File: src/rtl/hbp_pkg.sv
// shared constants and request mode codes for the huffman bit packer
package hbp_pkg;

   localparam int BYTE_BITS = 8;
   localparam int BUF_W     = BYTE_BITS - 1;
   localparam int BCNT_W    = $clog2(BYTE_BITS);
   localparam int SYM_W     = 8;
   localparam int LEN_W     = 6;
   localparam int CODE_W    = 32;

   localparam int DEF_SYMBOL_COUNT = 128;
   localparam int DEF_MAX_CODE_LEN = 32;

   localparam logic [1:0] MODE_LOAD   = 2'd0;
   localparam logic [1:0] MODE_ENCODE = 2'd1;
   localparam logic [1:0] MODE_FLUSH  = 2'd2;

endpackage

File: src/rtl/huffman_bit_packer_core.sv
// top level of the table-driven huffman bit packer
//
// Table-driven huffman encoder. A load request (mode 0) writes one entry of
// the code table: a length of 0 to MAX_CODE_LEN (larger lengths saturate)
// and the code bits, right-aligned, first bit at position length-1; loads to
// an index at or above SYMBOL_COUNT are dropped. An encode request (mode 1)
// looks up the symbol's code and appends it, msb first, to the pending bits;
// every completed byte is returned, earliest bit in the msb, so one encode
// gives zero to four responses, the final one carrying last. An encode of a
// symbol at or above SYMBOL_COUNT gives a single response with bad_symbol set
// and a zero byte, leaving the pending bits alone. A flush (mode 2) returns
// one byte, the pending bits padded with zeros on the right (a zero byte when
// nothing is pending), with last set, and clears the pending bits. Mode 3 is
// dropped. An encode goes through a table read, a merge, then one byte per
// cycle while the response consumer keeps up. The merge and the byte
// extraction share one wide shifter, and the byte loop is paced by the
// response register, so a stalled response consumer holds it up.
// The table holds per-entry valid bits cleared at reset, so no clearing pass
// is needed and requests are taken from the first cycle after reset.
module huffman_bit_packer_core #(
   parameter int SYMBOL_COUNT = hbp_pkg::DEF_SYMBOL_COUNT,
   parameter int MAX_CODE_LEN = hbp_pkg::DEF_MAX_CODE_LEN
) (
   input  logic                             clock,
   input  logic                             reset,

   input  logic                             req_valid,
   output logic                             req_ready,
   input  logic [1:0]                       req_mode,
   input  logic [hbp_pkg::SYM_W-1:0]        req_symbol,
   input  logic [hbp_pkg::LEN_W-1:0]        req_code_length,
   input  logic [hbp_pkg::CODE_W-1:0]       req_code_bits,

   output logic                             rsp_valid,
   input  logic                             rsp_ready,
   output logic [hbp_pkg::BYTE_BITS-1:0]    rsp_out_byte,
   output logic                             rsp_last,
   output logic                             rsp_bad_symbol
);

   localparam int IDX_W = $clog2(SYMBOL_COUNT);
   // pending bits plus one whole code
   localparam int ACC_W = MAX_CODE_LEN + hbp_pkg::BUF_W;
   localparam int CNT_W = $clog2(ACC_W + 1);

   typedef enum logic [2:0] {
      ST_IDLE,
      ST_MERGE,
      ST_EMIT,
      ST_SEND
   } state_type;

   state_type state_ff, state_in;

   logic [hbp_pkg::BUF_W-1:0]     buf_ff, buf_in;
   logic [hbp_pkg::BCNT_W-1:0]    cnt_ff, cnt_in;
   logic [ACC_W-1:0]              acc_ff, acc_in;
   logic [CNT_W-1:0]              tot_ff, tot_in;
   logic [hbp_pkg::BYTE_BITS-1:0] hold_byte_ff, hold_byte_in;
   logic                          hold_bad_ff, hold_bad_in;
   logic                          rsp_valid_ff, rsp_valid_in;
   logic [hbp_pkg::BYTE_BITS-1:0] rsp_byte_ff, rsp_byte_in;
   logic                          rsp_last_ff, rsp_last_in;
   logic                          rsp_bad_ff, rsp_bad_in;

   logic                          req_fire;
   logic                          sym_in_range;
   logic [hbp_pkg::LEN_W-1:0]     len_sat;
   logic                          tbl_wr_en;
   logic                          tbl_rd_en;
   logic [hbp_pkg::LEN_W-1:0]     tbl_len;
   logic [MAX_CODE_LEN-1:0]       tbl_code;
   logic [MAX_CODE_LEN-1:0]       code_mask;

   logic [ACC_W-1:0]              sh_val;
   logic [CNT_W-1:0]              sh_amt;
   logic [ACC_W-1:0]              sh_out;
   logic [ACC_W-1:0]              merged;
   logic [CNT_W-1:0]              merged_tot;
   logic [CNT_W-1:0]              rem;
   logic                          rem_last;
   logic [hbp_pkg::BUF_W-1:0]     rem_mask;
   logic [hbp_pkg::BYTE_BITS-1:0] flush_byte;
   logic                          rsp_free;

   assign req_ready = (state_ff == ST_IDLE);
   assign req_fire  = req_valid && req_ready;
   assign rsp_free  = !rsp_valid_ff || rsp_ready;

   assign sym_in_range = ({1'b0, req_symbol} < (hbp_pkg::SYM_W + 1)'(SYMBOL_COUNT));
   assign len_sat = (req_code_length > hbp_pkg::LEN_W'(MAX_CODE_LEN)) ?
                    hbp_pkg::LEN_W'(MAX_CODE_LEN) : req_code_length;

   assign tbl_wr_en = req_fire && (req_mode == hbp_pkg::MODE_LOAD) && sym_in_range;
   assign tbl_rd_en = req_fire && (req_mode == hbp_pkg::MODE_ENCODE) && sym_in_range;

   hbp_table #(
      .SYMBOL_COUNT (SYMBOL_COUNT),
      .MAX_CODE_LEN (MAX_CODE_LEN),
      .IDX_W        (IDX_W)
   ) u_table (
      .clock   (clock),
      .reset   (reset),
      .wr_en   (tbl_wr_en),
      .wr_idx  (req_symbol[IDX_W-1:0]),
      .wr_len  (len_sat),
      .wr_code (req_code_bits[MAX_CODE_LEN-1:0]),
      .rd_en   (tbl_rd_en),
      .rd_idx  (req_symbol[IDX_W-1:0]),
      .rd_len  (tbl_len),
      .rd_code (tbl_code)
   );

   // shared shifter: merge moves the pending bits up by the code length,
   // emit lines the next byte up with the top of the accumulator
   assign sh_val = (state_ff == ST_MERGE) ? ACC_W'(buf_ff) : acc_ff;
   assign sh_amt = (state_ff == ST_MERGE) ? CNT_W'(tbl_len) : (CNT_W'(ACC_W) - tot_ff);
   assign sh_out = sh_val << sh_amt;

   // bits above the code length are dropped
   assign code_mask  = ~({MAX_CODE_LEN{1'b1}} << tbl_len);
   assign merged     = sh_out | ACC_W'(tbl_code & code_mask);
   assign merged_tot = CNT_W'(cnt_ff) + CNT_W'(tbl_len);

   assign rem      = tot_ff - CNT_W'(hbp_pkg::BYTE_BITS);
   assign rem_last = (rem < CNT_W'(hbp_pkg::BYTE_BITS));
   assign rem_mask = ~({hbp_pkg::BUF_W{1'b1}} << rem);

   // pending bits padded with zeros on the right, zero when nothing pending
   assign flush_byte = hbp_pkg::BYTE_BITS'(buf_ff) <<
                       ((hbp_pkg::BCNT_W + 1)'(hbp_pkg::BYTE_BITS) - {1'b0, cnt_ff});

   always_comb begin
      state_in     = state_ff;
      buf_in       = buf_ff;
      cnt_in       = cnt_ff;
      acc_in       = acc_ff;
      tot_in       = tot_ff;
      hold_byte_in = hold_byte_ff;
      hold_bad_in  = hold_bad_ff;
      rsp_valid_in = rsp_valid_ff && !rsp_ready;
      rsp_byte_in  = rsp_byte_ff;
      rsp_last_in  = rsp_last_ff;
      rsp_bad_in   = rsp_bad_ff;

      unique case (state_ff)
         ST_IDLE: begin
            if (req_fire) begin
               if (req_mode == hbp_pkg::MODE_ENCODE) begin
                  if (sym_in_range) begin
                     state_in = ST_MERGE;
                  end else begin
                     // bad symbol, pending bits untouched
                     hold_byte_in = '0;
                     hold_bad_in  = 1'b1;
                     state_in     = ST_SEND;
                  end
               end else if (req_mode == hbp_pkg::MODE_FLUSH) begin
                  hold_byte_in = flush_byte;
                  hold_bad_in  = 1'b0;
                  buf_in       = '0;
                  cnt_in       = '0;
                  state_in     = ST_SEND;
               end
            end
         end

         ST_MERGE: begin
            if (merged_tot < CNT_W'(hbp_pkg::BYTE_BITS)) begin
               // no full byte, the merged bits become the new pending bits
               buf_in   = merged[hbp_pkg::BUF_W-1:0];
               cnt_in   = merged_tot[hbp_pkg::BCNT_W-1:0];
               state_in = ST_IDLE;
            end else begin
               acc_in   = merged;
               tot_in   = merged_tot;
               state_in = ST_EMIT;
            end
         end

         ST_EMIT: begin
            if (rsp_free) begin
               rsp_valid_in = 1'b1;
               rsp_byte_in  = sh_out[ACC_W-1 -: hbp_pkg::BYTE_BITS];
               rsp_last_in  = rem_last;
               rsp_bad_in   = 1'b0;
               tot_in       = rem;
               if (rem_last) begin
                  buf_in   = acc_ff[hbp_pkg::BUF_W-1:0] & rem_mask;
                  cnt_in   = rem[hbp_pkg::BCNT_W-1:0];
                  state_in = ST_IDLE;
               end
            end
         end

         ST_SEND: begin
            if (rsp_free) begin
               rsp_valid_in = 1'b1;
               rsp_byte_in  = hold_byte_ff;
               rsp_last_in  = 1'b1;
               rsp_bad_in   = hold_bad_ff;
               state_in     = ST_IDLE;
            end
         end

         default: begin
            state_in = ST_IDLE;
         end
      endcase
   end

   always_ff @(posedge clock) begin
      if (reset) begin
         state_ff     <= ST_IDLE;
         buf_ff       <= '0;
         cnt_ff       <= '0;
         rsp_valid_ff <= 1'b0;
      end else begin
         state_ff     <= state_in;
         buf_ff       <= buf_in;
         cnt_ff       <= cnt_in;
         rsp_valid_ff <= rsp_valid_in;
      end
      // payload, no reset
      acc_ff       <= acc_in;
      tot_ff       <= tot_in;
      hold_byte_ff <= hold_byte_in;
      hold_bad_ff  <= hold_bad_in;
      rsp_byte_ff  <= rsp_byte_in;
      rsp_last_ff  <= rsp_last_in;
      rsp_bad_ff   <= rsp_bad_in;
   end

   assign rsp_valid      = rsp_valid_ff;
   assign rsp_out_byte   = rsp_byte_ff;
   assign rsp_last       = rsp_last_ff;
   assign rsp_bad_symbol = rsp_bad_ff;

   // the byte loop only runs while a whole byte is in hand
   a_emit_has_byte: assert property (@(posedge clock) disable iff (reset)
      (state_ff == ST_EMIT) |-> (tot_ff >= CNT_W'(hbp_pkg::BYTE_BITS)))
      else $error("byte loop entered without a full byte");

   // a bad symbol response carries a zero byte
   a_bad_zero: assert property (@(posedge clock) disable iff (reset)
      (rsp_valid_ff && rsp_bad_ff) |-> (rsp_byte_ff == '0))
      else $error("bad symbol response with non-zero byte");

   // a flush leaves nothing pending
   a_flush_clears: assert property (@(posedge clock) disable iff (reset)
      (req_fire && (req_mode == hbp_pkg::MODE_FLUSH)) |=> ((cnt_ff == '0) && (buf_ff == '0)))
      else $error("pending bits survive a flush");

   // a load never produces a response
   a_load_silent: assert property (@(posedge clock) disable iff (reset)
      (req_fire && (req_mode == hbp_pkg::MODE_LOAD) && !rsp_valid_ff) |=> !rsp_valid_ff)
      else $error("load request produced a response");

endmodule

File: src/rtl/hbp_table.sv
// code table: length and code memories with per-entry valid bits for the lengths
module hbp_table #(
   parameter int SYMBOL_COUNT = hbp_pkg::DEF_SYMBOL_COUNT,
   parameter int MAX_CODE_LEN = hbp_pkg::DEF_MAX_CODE_LEN,
   parameter int IDX_W        = $clog2(SYMBOL_COUNT)
) (
   input  logic                        clock,
   input  logic                        reset,
   input  logic                        wr_en,
   input  logic [IDX_W-1:0]            wr_idx,
   input  logic [hbp_pkg::LEN_W-1:0]   wr_len,
   input  logic [MAX_CODE_LEN-1:0]     wr_code,
   input  logic                        rd_en,
   input  logic [IDX_W-1:0]            rd_idx,
   output logic [hbp_pkg::LEN_W-1:0]   rd_len,
   output logic [MAX_CODE_LEN-1:0]     rd_code
);

   logic [hbp_pkg::LEN_W-1:0] len_mem [SYMBOL_COUNT];
   logic [MAX_CODE_LEN-1:0]   code_mem [SYMBOL_COUNT];
   logic [SYMBOL_COUNT-1:0]   valid_ff;

   logic [hbp_pkg::LEN_W-1:0] len_rd_ff;
   logic [MAX_CODE_LEN-1:0]   code_rd_ff;
   logic                      vld_rd_ff;

   // memories, no reset
   always_ff @(posedge clock) begin
      if (wr_en) begin
         len_mem[wr_idx]  <= wr_len;
         code_mem[wr_idx] <= wr_code;
      end
      if (rd_en) begin
         len_rd_ff  <= len_mem[rd_idx];
         code_rd_ff <= code_mem[rd_idx];
      end
   end

   // unwritten entries read as zero length
   always_ff @(posedge clock) begin
      if (reset) begin
         valid_ff  <= '0;
         vld_rd_ff <= 1'b0;
      end else begin
         if (wr_en) begin
            valid_ff[wr_idx] <= 1'b1;
         end
         if (rd_en) begin
            vld_rd_ff <= valid_ff[rd_idx];
         end
      end
   end

   assign rd_len  = vld_rd_ff ? len_rd_ff : '0;
   assign rd_code = code_rd_ff;

endmodule
File: config.mk
export PLATFORM = sky130hd
export DESIGN_NAME = huffman_bit_packer_core
export DESIGN_NICKNAME = d
export VERILOG_FILES = /design/src/rtl/hbp_pkg.sv /design/src/rtl/huffman_bit_packer_core.sv /design/src/rtl/hbp_table.sv
export SDC_FILE = /design/constraint.sdc
export NUM_CORES = 2
export LEC_CHECK = 0
export BUFFER_PORTS_ARGS = -buffer_cell sky130_fd_sc_hd__clkbuf_2
export CORE_MARGIN = 4
export CORE_UTILIZATION = 45
export CTS_CLUSTER_DIAMETER = 200
export DETAILED_ROUTE_END_ITERATION = 16
export PLACE_DENSITY = 0.67
export SETUP_SLACK_MARGIN = 0.3
export SYNTH_ARGS = -nofsm -noshare
export SYNTH_HDL_FRONTEND = slang
export SYNTH_HIERARCHICAL = 1
export SYNTH_MEMORY_MAX_BITS = 65536
export SYNTH_SLANG_ARGS = --single-unit
File: constraint.sdc
create_clock -name clock -period 10 [get_ports clock]
set_input_delay 0.5 -clock clock [delete_from_list [all_inputs] [get_ports clock]]
set_output_delay 0.5 -clock clock [all_outputs]
set_load 0.03 [all_outputs]
[Yosys cells after proc, flatten, opt, wreduce, memory -nomap -nowiden]
Memories as Yosys holds them, arrays and structs flattened. A register that Yosys moved wholly into a read port is not among the register bits.
Cells that the tools add are included.
Storage, ports and cells
  bits in registers: 207
  latch bits: 0
  bits in writable memories: 4864
  memory bits (read-only): 0
  input port bits: 52
  memories kept: 2
Memory list
  u_table.code_mem: depth 128, width 32, read ports 1, clocked after Yosys merged registers in 1, write ports 1, RTL line hbp_table.sv:20  | logic [MAX_CODE_LEN-1:0] code_mem [SYMBOL_COUNT];
  u_table.len_mem: depth 128, width 6, read ports 1, clocked after Yosys merged registers in 1, write ports 1, RTL line hbp_table.sv:19  | logic [hbp_pkg::LEN_W-1:0] len_mem [SYMBOL_COUNT];
Cells by class
  add/subtract/negate cells: 4
  multipliers: 0
  divide/modulo/power cells: 0
  $lt $le $gt $ge: 6
  equal/unequal tests: 15
  shifts and indexed selects: 4
  multiplexer cells: 53
  bitwise logic cells: 7
  reduce and logical (&&, ||, !) cells: 23
Operator list (count)
  128-bit OR: 1
  7-bit 2-to-1 mux: 6
  8-bit 2-to-1 mux: 5
  39-bit 2-to-1 mux: 1
  39-bit by 32-bit OR with 39-bit output: 1
  39-bit by 6-bit << shifter with 39-bit output: 1
  3-bit 2-to-1 mux: 12
  32-bit AND: 1
  32-bit inverter: 1
  32-bit by 6-bit << shifter with 32-bit output, first input constant: 1
  6-bit 2-to-1 mux: 5
  7-bit one-hot mux with 3 select lines: 1
  8-bit one-hot mux with 2 select lines: 1
  1-bit 2-to-1 mux: 13
  6-bit by 4-bit less-than comparator with 1-bit output, second input constant: 2
  2-bit != test, second input constant: 6
  3-bit one-hot mux with 4 select lines: 1
  6-bit one-hot mux with 2 select lines: 1
  3-bit one-hot mux with 3 select lines: 1
  7-bit by 8-bit less-than comparator with 1-bit output, second input constant: 1
  8-bit less-than comparator, second input constant: 1
  7-bit by 4-bit << shifter with 8-bit output: 1
  7-bit AND: 1
  1-bit binary-select mux with 7-bit select: 1
  other kinds (31): 46

[Logic depth before layout (Yosys ltp)]
  depth after elaboration: 7
  mapped depth: 11

[By module]
The synthesis kept the hierarchy.
By module, submodules not included
  hbp_table: instances 1, cells an instance 9028, area an instance 191045.7 µm²
  huffman_bit_packer_core: instances 1, cells an instance 718, area an instance 6562.5 µm²

[Worst setup path before layout]
No wires, ideal clock.
  kind: reg-to-reg
  start: register state_ff[0]
  end: register u_table.vld_rd_ff
  arrival: 4563 ps
  data required time: 9869 ps
  setup slack: 5305 ps
  stages on the path, launching flop included: 9
  path buffers: 0
  cells stage by stage: dfxtp_1 -> inv_1 -> ha_1 -> nand2_1 -> nor3_1 -> nand4b_1 -> a311o_1 -> o211ai_1 -> a211oi_1
Between the ends
  longest elaborated chain between the ends: 4
Ends and longest elaborated chain
  start, declared: RTL line huffman_bit_packer_core.sv:53  | state_type state_ff, state_in;
  start signal, assigned: RTL line huffman_bit_packer_core.sv:219  | state_ff <= state_in;
  3-bit zero test: RTL line huffman_bit_packer_core.sv:86  | assign req_ready = (state_ff == ST_IDLE);
  net req_ready: RTL line huffman_bit_packer_core.sv:28  | output logic req_ready,
  1-bit logical AND: RTL line huffman_bit_packer_core.sv:87  | assign req_fire = req_valid && req_ready;
  1-bit logical AND (2 in a row): RTL line huffman_bit_packer_core.sv:95  | assign tbl_rd_en = req_fire && (req_mode == hbp_pkg::MODE_ENCODE) && sym_in_range;
  net tbl_rd_en: RTL line huffman_bit_packer_core.sv:70  | logic tbl_rd_en;
  end signal, assigned: RTL line hbp_table.sv:49  | vld_rd_ff <= valid_ff[rd_idx];
  end, declared: RTL line hbp_table.sv:25  | logic vld_rd_ff;
The timed path passes the listed nets, and every way through them passes these cells.
A chain may end at the register's enable or synchronous reset.

[Worst setup path in the final report]
  start: input port req_symbol[0] (netlist bit)
  end: register u_table.code_rd_ff[1] (netlist: u_table/rd_code[1]), read port of u_table.code_mem (data pin)
Between the ends
  longest elaborated chain between the ends: 2
Ends and longest elaborated chain
  start, declared: RTL line huffman_bit_packer_core.sv:30  | input logic [hbp_pkg::SYM_W-1:0] req_symbol,
  8-bit less-than comparator: RTL line huffman_bit_packer_core.sv:90  | assign sym_in_range = ({1'b0, req_symbol} < (hbp_pkg::SYM_W + 1)'(SYMBOL_COUNT));
  1-bit logical AND: RTL line huffman_bit_packer_core.sv:95
  end, declared: RTL line hbp_table.sv:24  | logic [MAX_CODE_LEN-1:0] code_rd_ff;
Parallel ways exist; a longest one is shown, timed or not.

==> run_results.csv <==
group,metric,value,unit
power,powerDensity,208.9,nW/µm²
timing,finalSetupTns,0,ns
worst_setup_path,worstPathCellList,"buf_12 > buf_12 > buf_4 > mux4_2 > nand3_1 > nand4_1 > a2111oi_1 > buf_4 > or4b_1",
place,gp_congestion,0.8899,
power,peakVddDrop,0.1729,mV
layout,nets,10157,
place,pre_cts_ws,4.085,ns
clock_network,cts_buffers,522,
timing,relSlewSlack,-9.972,%
die,start_util,45.13,%
detailed_routing,viasPerCell,6.371,
worst_setup_path,crit_type,"input port to flop",
min_path,hold_class,"input port to flop",
worst_setup_path,crit_buf_inv,4,
power,total_power,46.82,mW
global_routing,grt_pass1_vias,102924,
place,place_area,206800,µm²
synthesis,ys_seq_area_share,76.90,%
outcome,status,"finished, violations left",
synthesis,syn_inst,9746,
synthesis,synth_edf_count,4966,
layout,fillCellCount,33734,
power,leakage,70.99,nW
layout,drive_gt1_share,21.96,%
place,port_buffers,63,
clock_network,htree_levels,6,
timing,rsz0062_at_grt,"false",
worst_setup_path,end_kind,"flop",
clock_network,cts_tree,"built",
timing,period_needed,5.028,ns
timing,worst_slew_pin_slew,1.645,ns
timing,drv_slew,8,
run,drv_cap,6,
clock_network,ctsResizeCount,0,
synthesis,synth-seq-cells,5108,
worst_setup_path,crit_path_max_fanout,88,
worst_setup_path,cp_slowest_cell,"a2111oi_1",
clock_network,clk_latency,1.04,ns
die,dieArea,449800,µm²
layout,area_delta_synth_final,13.42,%
worst_setup_path,slowest_delay,1.36,ns
worst_setup_path,cp.arrival,5.81,ns
global_routing,grt_use_total,24.97,%
global_routing,antenna_found_initial,81,
timing,finalSetupViolations,0,
timing,timing.final.crit_share,50.28,%
detailed_routing,ant_nets,0,
timing,fmax,198.9,MHz
global_routing,gr-total-overflow,0,
synthesis,ys_types,78,
layout,layout_common_cells,"edfxtp_1 (4966), mux4_2 (953), mux2i_1 (747)",
timing,hold_viol_final,0,
worst_setup_path,worstPathRequired,10.78,ns
global_routing,grt_max_degree,130,
detailed_routing,first_pass_iters,6,
detailed_routing,wirelength,574.1,mm
worst_setup_path,path_delay_family,"buffers and inverters",
global_routing,grt_pass1_wl,799.0,mm
synthesis,synth-warning-count,6,
timing,finClkSkew,0.05012,ns
die,die_y,670.7,µm
die,num_rows,243,
layout,final_common_cell,"edfxtp_1",
die,core_area,437800,µm²
synthesis,synth-main-ff-cell,"edfxtp_1",
die,io_pins,64,
synthesis,syn_area,197600,µm²
synthesis,synthArstFlopShare,0,%
outcome,violations,"max-capacitance violations, max-slew violations",
clock_network,clock-sinks,5108,
layout,postLayoutCellArea,224100,µm²
detailed_routing,vias,104184,
clock_network,cts-root-buf,"clkbuf_16",
layout,finish.utilization,51.19,%
synthesis,syn-num-nets,9808,
worst_setup_path,start_kind,"input port",
place,dp_hpwl,322.5,mm
clock_network,clockBufferDepth,4,
detailed_routing,avgRoutedWirePerCell,35.11,µm
synthesis,postSynthAreaPerCell,20.28,µm²
timing,worst_slack,4.972,ns
detailed_routing,drc,0,
detailed_routing,drtIter0Drc,16160,
die,fp.dieW,670.7,µm
clock_network,clk_pin_slew_worst_paths,0.06,ns
[cell type report]
| cell class | count | area (µm²) | share of cell area, % |
|---|---|---|---|
| Sequential cell | 5108 | 152000 | 67.80 |
| Multi-Input combinational cell | 4029 | 44430 | 19.82 |
| Clock buffer | 671 | 13910 | 6.208 |
| Tap cell | 5757 | 7203 | 3.214 |
| Timing Repair Buffer | 415 | 3342 | 1.491 |
| Clock inverter | 280 | 3027 | 1.350 |
| Antenna cell | 74 | 185.2 | 0.08262 |
| Inverter | 19 | 71.32 | 0.03182 |
[layer usage]
layer	track usage [%]	vias up	part of all wire (%)	routed length, µm
li1	-	41403	-	-
met1	33.41	54985	36	208400
met2	39.03	6670	47	270000
met3	5.506	1110	11	65000
met4	12.11	16	5.3	30630
met5	0	-	0.017	100
[cells by family after synthesis]
| group | share of synthesized area [%] |
|---|---|
| AO/OA/AOI/OAI | 4.383 |
| XOR/XNOR | 0.03546 |
| adder cells (fa/ha/maj) | 0.06712 |
| buffers and inverters | 1.336 |
| flip-flops | 76.90 |
| multiplexers | 14.84 |
| AND/OR/NAND/NOR | 2.441 |
[worst paths after layout]
kind	startpoint	to	slack, ns	cells past startpoint
max reg2reg	u_table/vld_rd_ff	rsp_out_byte[6]	5.45	8
min	req_code_bits[6]	u_table/code_mem[52][6]	0.04	1
max	req_symbol[0]	u_table/rd_code[1]	4.97	9
min reg2reg	u_table/valid_ff[115]	u_table/valid_ff[115]	0.47	2
[per-stage QoR]
step                      instances  hold slack (ns)
final                         16353          0.03932
after detailed placement      15306           0.4531
after floorplan                9746           0.4323
after global routing          16331          0.03838
after CTS                     16278         0.007735
after global placement        15289           0.4437
[cell usage after synthesis (85+ instances only)]
| master | count | share of area [%] |
|---|---|---|
| edfxtp_1 | 4966 | 75 |
| mux4_2 | 953 | 11 |
| mux2i_1 | 747 | 3.8 |
| nor2_1 | 529 | 1.0 |
| a22oi_1 | 313 | 1.2 |
| clkbuf_1 | 310 | 0.59 |
| a21oi_1 | 271 | 0.69 |
| nand3_1 | 176 | 0.45 |
| buf_2 | 166 | 0.42 |
| dfxtp_1 | 142 | 1.4 |
| o21ai_0 | 122 | 0.31 |
| a22o_1 | 120 | 0.53 |
| a2111oi_0 | 115 | 0.51 |
| o22ai_1 | 93 | 0.29 |
| nand2_1 | 85 | 0.16 |
[state kept, by name, indices dropped and copies added, names as in the netlist, 2 cells and up]
name,count
u_table/len_mem,768
u_table/code_mem,4096
cnt_ff,3
acc_ff,39
buf_ff,7
tot_ff,6
rsp_out_byte,8
state_ff,2
u_table/len_rd_ff,6
u_table/valid_ff,128
hold_byte_ff,8
u_table/rd_code,32
[where the power goes]
| group | total, mW | switching (mW) | internal [mW] |
|---|---|---|---|
| Sequential | 23.7 | 0.0418 | 23.6 |
| Combinational | 3.83 | 2.62 | 1.20 |
| Clock | 19.3 | 8.21 | 11.1 |
[repair_timing]
action,CTS,global route
setup buffers,0,0
endpoints found under the hold margin,296,0
hold buffers,21,0
[worst reg2reg max path, delay by kind of cell, from the launching register on]
family	cells	cell delay, ns
AO/OA/AOI/OAI	3	1.67
AND/OR/NAND/NOR	4	1.49
flip-flops	1	0.81
buffers and inverters	1	0.32
No activity file was read; power rests on OpenSTA's default activity.
